<file path="src/rtl/core/hfsp_pkg.sv">
// Types, codes and label tables of the header field stream parser.
// Self-contained; imported by the parser top level and its checker.
package hfsp_pkg;

  // Field count and longest label ("Organization: ")
  localparam int NUM_FIELDS = 6;
  localparam int LABEL_MAX  = 14;

  // Result queue: two results per byte at most, one byte in flight
  localparam int FIFO_DEPTH = 8;
  localparam int FIFO_AW    = $clog2(FIFO_DEPTH);
  localparam int FIFO_CW    = FIFO_AW + 1;

  localparam logic [7:0] CHAR_CR = 8'h0D;
  localparam logic [7:0] CHAR_LF = 8'h0A;

  // Field numbers
  localparam logic [2:0] FIELD_DATE    = 3'd0;
  localparam logic [2:0] FIELD_TO      = 3'd1;
  localparam logic [2:0] FIELD_CC      = 3'd2;
  localparam logic [2:0] FIELD_FROM    = 3'd3;
  localparam logic [2:0] FIELD_ORG     = 3'd4;
  localparam logic [2:0] FIELD_SUBJECT = 3'd5;

  // Result status codes
  typedef enum logic [2:0] {
    ST_LABEL   = 3'd0,
    ST_VALUE   = 3'd1,
    ST_END     = 3'd2,
    ST_OK      = 3'd3,
    ST_UNKNOWN = 3'd4,
    ST_DUP     = 3'd5,
    ST_BAD     = 3'd6,
    ST_DISCARD = 3'd7
  } status_e;

  // Parser modes, one-hot
  typedef enum logic [4:0] {
    MODE_START   = 5'b00001,
    MODE_LABEL   = 5'b00010,
    MODE_VALUE   = 5'b00100,
    MODE_CR      = 5'b01000,
    MODE_DISCARD = 5'b10000
  } mode_e;

  // Input request
  typedef struct packed {
    logic [7:0] data_byte;
    logic       buffer_end;
  } in_req_t;

  // Result request
  typedef struct packed {
    logic [2:0] field_id;
    logic [7:0] value_byte;
    logic [2:0] status;
    logic       run_last;
  } out_req_t;

  // Label text, first character in the top element
  typedef logic [LABEL_MAX-1:0][7:0] label_t;

  function automatic label_t label_text(logic [2:0] fid);
    label_t txt;
    case (fid)
      FIELD_DATE:    txt = {"Date: ",         {8{8'h00}}};
      FIELD_TO:      txt = {"To: ",           {10{8'h00}}};
      FIELD_CC:      txt = {"CC: ",           {10{8'h00}}};
      FIELD_FROM:    txt = {"From: ",         {8{8'h00}}};
      FIELD_ORG:     txt = "Organization: ";
      FIELD_SUBJECT: txt = {"Subject: ",      {5{8'h00}}};
      default:       txt = '0;
    endcase
    return txt;
  endfunction

  function automatic logic [3:0] label_len(logic [2:0] fid);
    logic [3:0] len;
    case (fid)
      FIELD_DATE:    len = 4'd6;
      FIELD_TO:      len = 4'd4;
      FIELD_CC:      len = 4'd4;
      FIELD_FROM:    len = 4'd6;
      FIELD_ORG:     len = 4'd14;
      FIELD_SUBJECT: len = 4'd9;
      default:       len = 4'd0;
    endcase
    return len;
  endfunction

  // Character at a position of a label, zero past the table
  function automatic logic [7:0] label_byte(logic [2:0] fid, logic [3:0] pos);
    label_t     txt;
    logic [7:0] chr;
    txt = label_text(fid);
    if (pos < 4'(LABEL_MAX)) begin
      chr = txt[4'(LABEL_MAX - 1) - pos];
    end else begin
      chr = 8'h00;
    end
    return chr;
  endfunction

  function automatic out_req_t mk_res(logic [2:0] fid, logic [7:0] vb, status_e st);
    out_req_t r;
    r.field_id   = fid;
    r.value_byte = vb;
    r.status     = st;
    r.run_last   = 1'b0;
    return r;
  endfunction

endpackage

</file>
<file path="src/rtl/core/header_field_stream_parser_unit.sv">
// Header field stream parser: top level with input register, parse logic
// and result queue. Depends on hfsp_pkg.
//
// The parser takes one header byte per cycle while in_stall_o is low and
// reports label matches, value bytes, field ends, buffer ends and errors
// as result requests. An accepted byte is parsed from the input register
// and its results (zero, one or two) are written from there into an
// eight-entry result queue. The output side delivers one result per cycle
// while out_stall_i is low; input stall rises only when the queue, the
// results of the byte in flight and those of a new byte could exceed its
// depth, so with the output side taking every cycle the block runs at one
// byte per cycle; where a byte yields two results (a lone CR before a
// value byte, or the closing LF of a buffer) the queue absorbs the extra.
module header_field_stream_parser_unit
  import hfsp_pkg::*;
(
  input  logic     clk_i,
  input  logic     rst_ni,
  input  logic     in_valid_i,
  output logic     in_stall_o,
  input  in_req_t  in_req_i,
  output logic     out_valid_o,
  input  logic     out_stall_i,
  output out_req_t out_req_o
);

  // Input register
  logic    s1_valid_q;
  in_req_t s1_req_q;

  // Parser state
  logic [NUM_FIELDS-1:0] seen_q, seen_d;
  mode_e                 mode_q, mode_d;
  logic [2:0]            field_q, field_d;
  logic [3:0]            pos_q, pos_d;

  // Result queue
  out_req_t           fifo_q [FIFO_DEPTH];
  logic [FIFO_AW-1:0] wr_ptr_q, rd_ptr_q;
  logic [FIFO_CW-1:0] count_q;

  logic       accept_in, pop;
  logic [1:0] n_res;
  out_req_t   r0, r1;

  // Handshakes
  assign accept_in   = in_valid_i & ~in_stall_o;
  assign out_valid_o = (count_q != '0);
  assign pop         = out_valid_o & ~out_stall_i;
  assign out_req_o   = fifo_q[rd_ptr_q];
  assign in_stall_o  = (count_q + (s1_valid_q ? FIFO_CW'(2) : FIFO_CW'(0)))
                       > FIFO_CW'(FIFO_DEPTH - 2);

  // Input register
  always_ff @(posedge clk_i or negedge rst_ni) begin
    if (!rst_ni) begin
      s1_valid_q <= 1'b0;
    end else begin
      s1_valid_q <= accept_in;
    end
  end

  always_ff @(posedge clk_i) begin
    if (accept_in) begin
      s1_req_q <= in_req_i;
    end
  end

  // Parse one byte: next state and up to two results
  always_comb begin
    logic [7:0] b;
    logic       hit;
    logic [2:0] first;
    logic [3:0] pos_inc;
    b       = s1_req_q.data_byte;
    hit     = 1'b0;
    first   = FIELD_DATE;
    pos_inc = pos_q + 4'd1;
    seen_d  = seen_q;
    mode_d  = mode_q;
    field_d = field_q;
    pos_d   = pos_q;
    n_res   = 2'd0;
    r0      = '0;
    r1      = '0;

    case (mode_q)
      MODE_START: begin
        // first letter picks the label
        for (int i = 0; i < NUM_FIELDS; i++) begin
          if (!hit && label_byte(3'(i), 4'd0) == b) begin
            hit   = 1'b1;
            first = 3'(i);
          end
        end
        if (!hit) begin
          r0     = mk_res(FIELD_DATE, 8'h00, ST_UNKNOWN);
          n_res  = 2'd1;
          mode_d = MODE_DISCARD;
        end else begin
          field_d = first;
          pos_d   = 4'd1;
          mode_d  = MODE_LABEL;
        end
      end
      MODE_LABEL: begin
        if (pos_q >= label_len(field_q) || label_byte(field_q, pos_q) != b) begin
          r0     = mk_res(field_q, 8'h00, ST_UNKNOWN);
          n_res  = 2'd1;
          mode_d = MODE_DISCARD;
        end else if (pos_inc == label_len(field_q)) begin
          pos_d = 4'd0;
          if (seen_q[field_q]) begin
            r0     = mk_res(field_q, 8'h00, ST_DUP);
            n_res  = 2'd1;
            mode_d = MODE_DISCARD;
          end else begin
            seen_d[field_q] = 1'b1;
            r0     = mk_res(field_q, 8'h00, ST_LABEL);
            n_res  = 2'd1;
            mode_d = MODE_VALUE;
          end
        end else begin
          pos_d = pos_inc;
        end
      end
      MODE_VALUE: begin
        if (b == CHAR_CR) begin
          mode_d = MODE_CR;
        end else begin
          r0    = mk_res(field_q, b, ST_VALUE);
          n_res = 2'd1;
        end
      end
      MODE_CR: begin
        if (b == CHAR_LF) begin
          r0     = mk_res(field_q, 8'h00, ST_END);
          n_res  = 2'd1;
          mode_d = MODE_START;
        end else if (b == CHAR_CR) begin
          r0    = mk_res(field_q, CHAR_CR, ST_VALUE);
          n_res = 2'd1;
        end else begin
          // lone CR goes out ahead of this byte
          r0     = mk_res(field_q, CHAR_CR, ST_VALUE);
          r1     = mk_res(field_q, b, ST_VALUE);
          n_res  = 2'd2;
          mode_d = MODE_VALUE;
        end
      end
      MODE_DISCARD: begin
        r0     = mk_res(FIELD_DATE, 8'h00, ST_DISCARD);
        n_res  = 2'd1;
        mode_d = MODE_DISCARD;
      end
      default: begin
        mode_d = MODE_DISCARD;
      end
    endcase

    // Buffer end: ok, bad syntax or nothing extra, then back to reset state
    if (s1_req_q.buffer_end) begin
      if (mode_d == MODE_START) begin
        if (n_res == 2'd0) begin
          r0 = mk_res(FIELD_DATE, 8'h00, ST_OK);
        end else begin
          r1 = mk_res(FIELD_DATE, 8'h00, ST_OK);
        end
        n_res = n_res + 2'd1;
      end else if (mode_d != MODE_DISCARD) begin
        r0    = mk_res(field_d, 8'h00, ST_BAD);
        n_res = 2'd1;
      end
      seen_d  = '0;
      mode_d  = MODE_START;
      field_d = FIELD_DATE;
      pos_d   = 4'd0;
    end

    // Mark the final result of this byte
    if (n_res == 2'd1) begin
      r0.run_last = 1'b1;
    end else if (n_res == 2'd2) begin
      r1.run_last = 1'b1;
    end

    if (!s1_valid_q) begin
      n_res   = 2'd0;
      seen_d  = seen_q;
      mode_d  = mode_q;
      field_d = field_q;
      pos_d   = pos_q;
    end
  end

  // Parser state registers
  always_ff @(posedge clk_i or negedge rst_ni) begin
    if (!rst_ni) begin
      seen_q  <= '0;
      mode_q  <= MODE_START;
      field_q <= FIELD_DATE;
      pos_q   <= 4'd0;
    end else begin
      seen_q  <= seen_d;
      mode_q  <= mode_d;
      field_q <= field_d;
      pos_q   <= pos_d;
    end
  end

  // Result queue pointers
  always_ff @(posedge clk_i or negedge rst_ni) begin
    if (!rst_ni) begin
      wr_ptr_q <= '0;
      rd_ptr_q <= '0;
      count_q  <= '0;
    end else begin
      wr_ptr_q <= wr_ptr_q + FIFO_AW'(n_res);
      rd_ptr_q <= rd_ptr_q + FIFO_AW'(pop);
      count_q  <= count_q + FIFO_CW'(n_res) - FIFO_CW'(pop);
    end
  end

  // Result queue storage
  always_ff @(posedge clk_i) begin
    if (n_res != 2'd0) begin
      fifo_q[wr_ptr_q] <= r0;
    end
    if (n_res == 2'd2) begin
      fifo_q[wr_ptr_q + FIFO_AW'(1)] <= r1;
    end
  end

endmodule

</file>
<file path="config.mk">
export PLATFORM = sky130hd
export DESIGN_NAME = header_field_stream_parser_unit
export DESIGN_NICKNAME = d
export VERILOG_FILES = /design/src/rtl/core/hfsp_pkg.sv /design/src/rtl/core/header_field_stream_parser_unit.sv
export SDC_FILE = /design/constraint.sdc
export NUM_CORES = 1
export LEC_CHECK = 0
export BUFFER_PORTS_ARGS = -buffer_cell sky130_fd_sc_hd__buf_2
export CAP_MARGIN = 20
export CORE_MARGIN = 2
export CORE_UTILIZATION = 35
export DETAILED_ROUTE_END_ITERATION = 12
export GPL_TIMING_DRIVEN = 1
export SYNTH_ARGS = -nofsm -noshare
export SYNTH_HDL_FRONTEND = slang
export SYNTH_SLANG_ARGS = --single-unit
export TNS_END_PERCENT = 100
</file>
<file path="constraint.sdc">
create_clock -name clk_i -period 13.32 [get_ports clk_i]
set_clock_uncertainty 0.2 [all_clocks]
set_input_delay 1.332 -clock clk_i [delete_from_list [all_inputs] [get_ports clk_i]]
set_output_delay 1.332 -clock clk_i [all_outputs]
set_load 0.005 [all_outputs]
</file>
==> impl_metrics.csv <==
group,metric,value,unit
sta,setup_violations,0,
sta,period_needed,5.94,ns
route,drcViolationCount,2,
sta,maxSlewHeadroom,0.286,
synth,synth_edf_count,121,
synth,synth-seq-cells,158,
route,dr.pass1.iters,10,
cells_and_area,mostFrequentLayoutCells,"edfxtp_1, o22ai_1, nand2_1",
floorplanning,initial_core_util,0.358,
pwr,switching_share,0.362,
synth,netlist_top_cells_area,"edfxtp_1, dfrtp_1, mux4_2",
grt,grt_pass1_wl,40.6,mm
floorplanning,pin_count,30,
sta,hold_violations,0,
synth,ys_warn_count,0,
route,dr.first_iter.drc_count,683,
setup_path,critPathArrivalTime,5.77,ns
setup_path,cp.required,13.15,ns
sta,timing.final.crit_share,0.446,
floorplanning,die_y,167,um
setup_path,path_max_fanout,28,
sta,finalSetupTns,0,ns
cells_and_area,syn2layout_area_growth,9.05,%
cts,cts_setup_buffers,0,
cells_and_area,final_common_cell,"edfxtp_1",
cts,cts_resized,0,
run_status,outcome,"finished with violations",
route,wl_per_cell,22.7,um
pwr,power_frac_comb,0.339,
grt,grt_pass1_vias,6619,
grt,track_usage,0.191,
setup_path,startpoint_type,"flop",
synth,yosysUniqueCellTypes,82,
sta,clock.fmax,168,MHz
pwr,p_int,0.00114,W
placed_design,dp_hpwl,18.0,mm
setup_path,crit_path_top_delay_cell,"dfrtp_1",
setup_path,critPathBufInv,0,
pwr,p_sw,0.000647,W
cts,htree_levels,4,
route,wl,26.2,mm
cts,cts_buffers,17,
synth,syn_nets,851,
cts,cts_sinks,158,
placed_design,post-place-ws,7.47,ns
cells_and_area,antennaDiodeCount,0,
route,ant_nets,0,
route,vias,7012,
placed_design,port_buffers,29,
sta,final-max-slew-violation-count,0,
route,via_per_inst,6.07,
synth,yosys.area.top_type,"edfxtp_1",
cts,clock_latency,0.44,ns
worst_hold_path,hold_path.class,"flop to flop",
grt,grt_max_degree,34,
synth,synth_flop_cell,"edfxtp_1",
placed_design,gp_congestion,0.853,
cts,ctsRootBufferMaster,"clkbuf_16",
run_status,violations,"design-rule violations",
grt,grt-ovfl-total,0,
synth,async_flop_share,0.184,
pwr,seqPwrFrac,0.396,
setup_path,max_stage_delay,0.87,ns
setup_path,path_delay_family,"simple AND/OR/NAND/NOR gates",
setup_path,critical_path_class,"flop to flop",
cells_and_area,fin_nets,842,
floorplanning,die_w,167,um
synth,netlist_area,9350,um^2
pwr,power_density,176,nW/um^2
pwr,clkPwrFrac,0.265,
sta,tightest_slew,1.06,ns
cts,hold_buffers,0,
synth,syn_inst,816,
synth,ys_seq_area_frac,0.484,
pwr,total_leakage_power,3.38,nW
sta,rsz0062_at_grt,"false",
setup_path,cp-end-kind,"flop",
floorplanning,coreArea,26100,um^2
grt,antenna_found_initial,0,
cts,cts_tree,"built",
cts,clkTransAtPathRegs,0.06,ns
sta,final_critical_path_setup_slack,7.38,ns
pwr,ir_drop,0.110,mV
cts,ctsLongestPathBuffers,2,
floorplanning,die-area,28000,um^2
floorplanning,placementRows,59,
job,cap_violations,0,
synth,avgSynthCellArea,11.5,um^2
synth,netlist.area_leader.share,0.389,
cells_and_area,drive_above_1_share,0.177,
setup_path,path_cells,"ha_1 > a21oi_1 > a2111oi_2 > mux2_4 > a21o_1 > a2111oi_4 > and3_4 > a31oi_4 > nor2b_1 > ha_1 > nor2_1 > nor3_1 > nand2_1 > nand2_1",
## cell usage after synthesis (all sizes together) (5+ instances only)
master and instances:
a2111oi 6, a211oi 5, a21o 9, a21oi 21, a31oi 8, and2 14, and3 9, buf 34
clkbuf 32, dfrtp 28, dfxtp 8, edfxtp 121, ha 20, inv 30, mux2 20, mux2i 5
mux4 31, nand2 61, nand2b 20, nand3 24, nor2 34, nor2b 11, nor3 14, nor4 6
o211a 8, o211ai 5, o21ai 30, o22ai 108, or3 5, xnor2 12, xor2 6
## power groups by stage
stage / Sequential [W] / Combinational, W / Clock (W)
after detailed placement: 0.000742 / 0.000578 / 0
after global placement: 0.000742 / 0.000572 / 0
after global routing: 0.000720 / 0.000670 / 0.000499
after floorplan: 0.000645 / 0.000516 / 0
after CTS: 0.000732 / 0.000580 / 0.000478
final: 0.000709 / 0.000607 / 0.000474
## state kept, by name, summed over array words and instances (netlist names)
signal,flops
s1_req_q,9
mode_q,5
fifo_q,120
wr_ptr_q,3
seen_q,6
s1_valid_q,1
rd_ptr_q,3
count_q,4
field_q,3
pos_q,4
## cell type report
type | count | area [um^2]
multi-input combinational | 561 | 4340
clock inverter | 15 | 136
timing repair buffer | 38 | 225
clock buffer | 17 | 425
tap | 335 | 419
sequential | 158 | 4520
inverter | 31 | 121
fill | 2550 | 15900
## layer usage
layer  vias up  part of all wire  GRT usage
li1       3183                 -          -
met1      3419              0.42      0.260
met2       360              0.46      0.299
met3        50             0.082     0.0428
met4         0             0.031     0.0684
met5         -                 0          0
## path summary, 6_finish.rpt
path                            cells after the start  slack, ns      start            to
worst max-delay path                               14       7.38   pos_q[1]  fifo_q[1][5]
worst min-delay path                                1       0.29  seen_q[4]     seen_q[4]
worst max register to register                     14       7.38   pos_q[1]  fifo_q[1][5]
max in group asynchronous                           1      11.70     rst_ni   rd_ptr_q[0]
min in group asynchronous                           1       0.74     rst_ni    count_q[0]
worst min register to register                      1       0.29  seen_q[4]     seen_q[4]
## metrics by stage
stage	cells	area, um^2	power, W	util	hold WS (ns)
2_1_floorplan	816	9350	0.00116	-	0.258
3_3_place_gp	1121	9600	0.00131	0.368	0.272
3_5_place_dp	1122	9610	0.00132	0.368	0.278
4_1_cts	1154	10200	0.00179	0.389	0.293
5_1_grt	1155	10200	0.00189	0.390	0.310
6_report	1155	10200	0.00179	0.390	0.291
## worst register-to-register path, delay by kind of cell, from the launching register on
kind	cells	cell delay, ns
simple gates	6	2.10
compound gates	5	1.17
fa+ha+maj	2	0.88
flops	1	0.87
mux	1	0.33
## cell families (layout without fill, tap and decap cells)
kind of cell / Yosys count / in the layout / share of synthesized area
compound gates: 241 / 241 / 0.178
simple gates: 221 / 221 / 0.128
flops: 158 / 158 / 0.484
buf+inv: 97 / 101 / 0.0523
mux: 56 / 56 / 0.105
fa+ha+maj: 24 / 24 / 0.0332
xor+xnor: 19 / 19 / 0.0209
No activity file was read; power rests on OpenSTA's default activity.
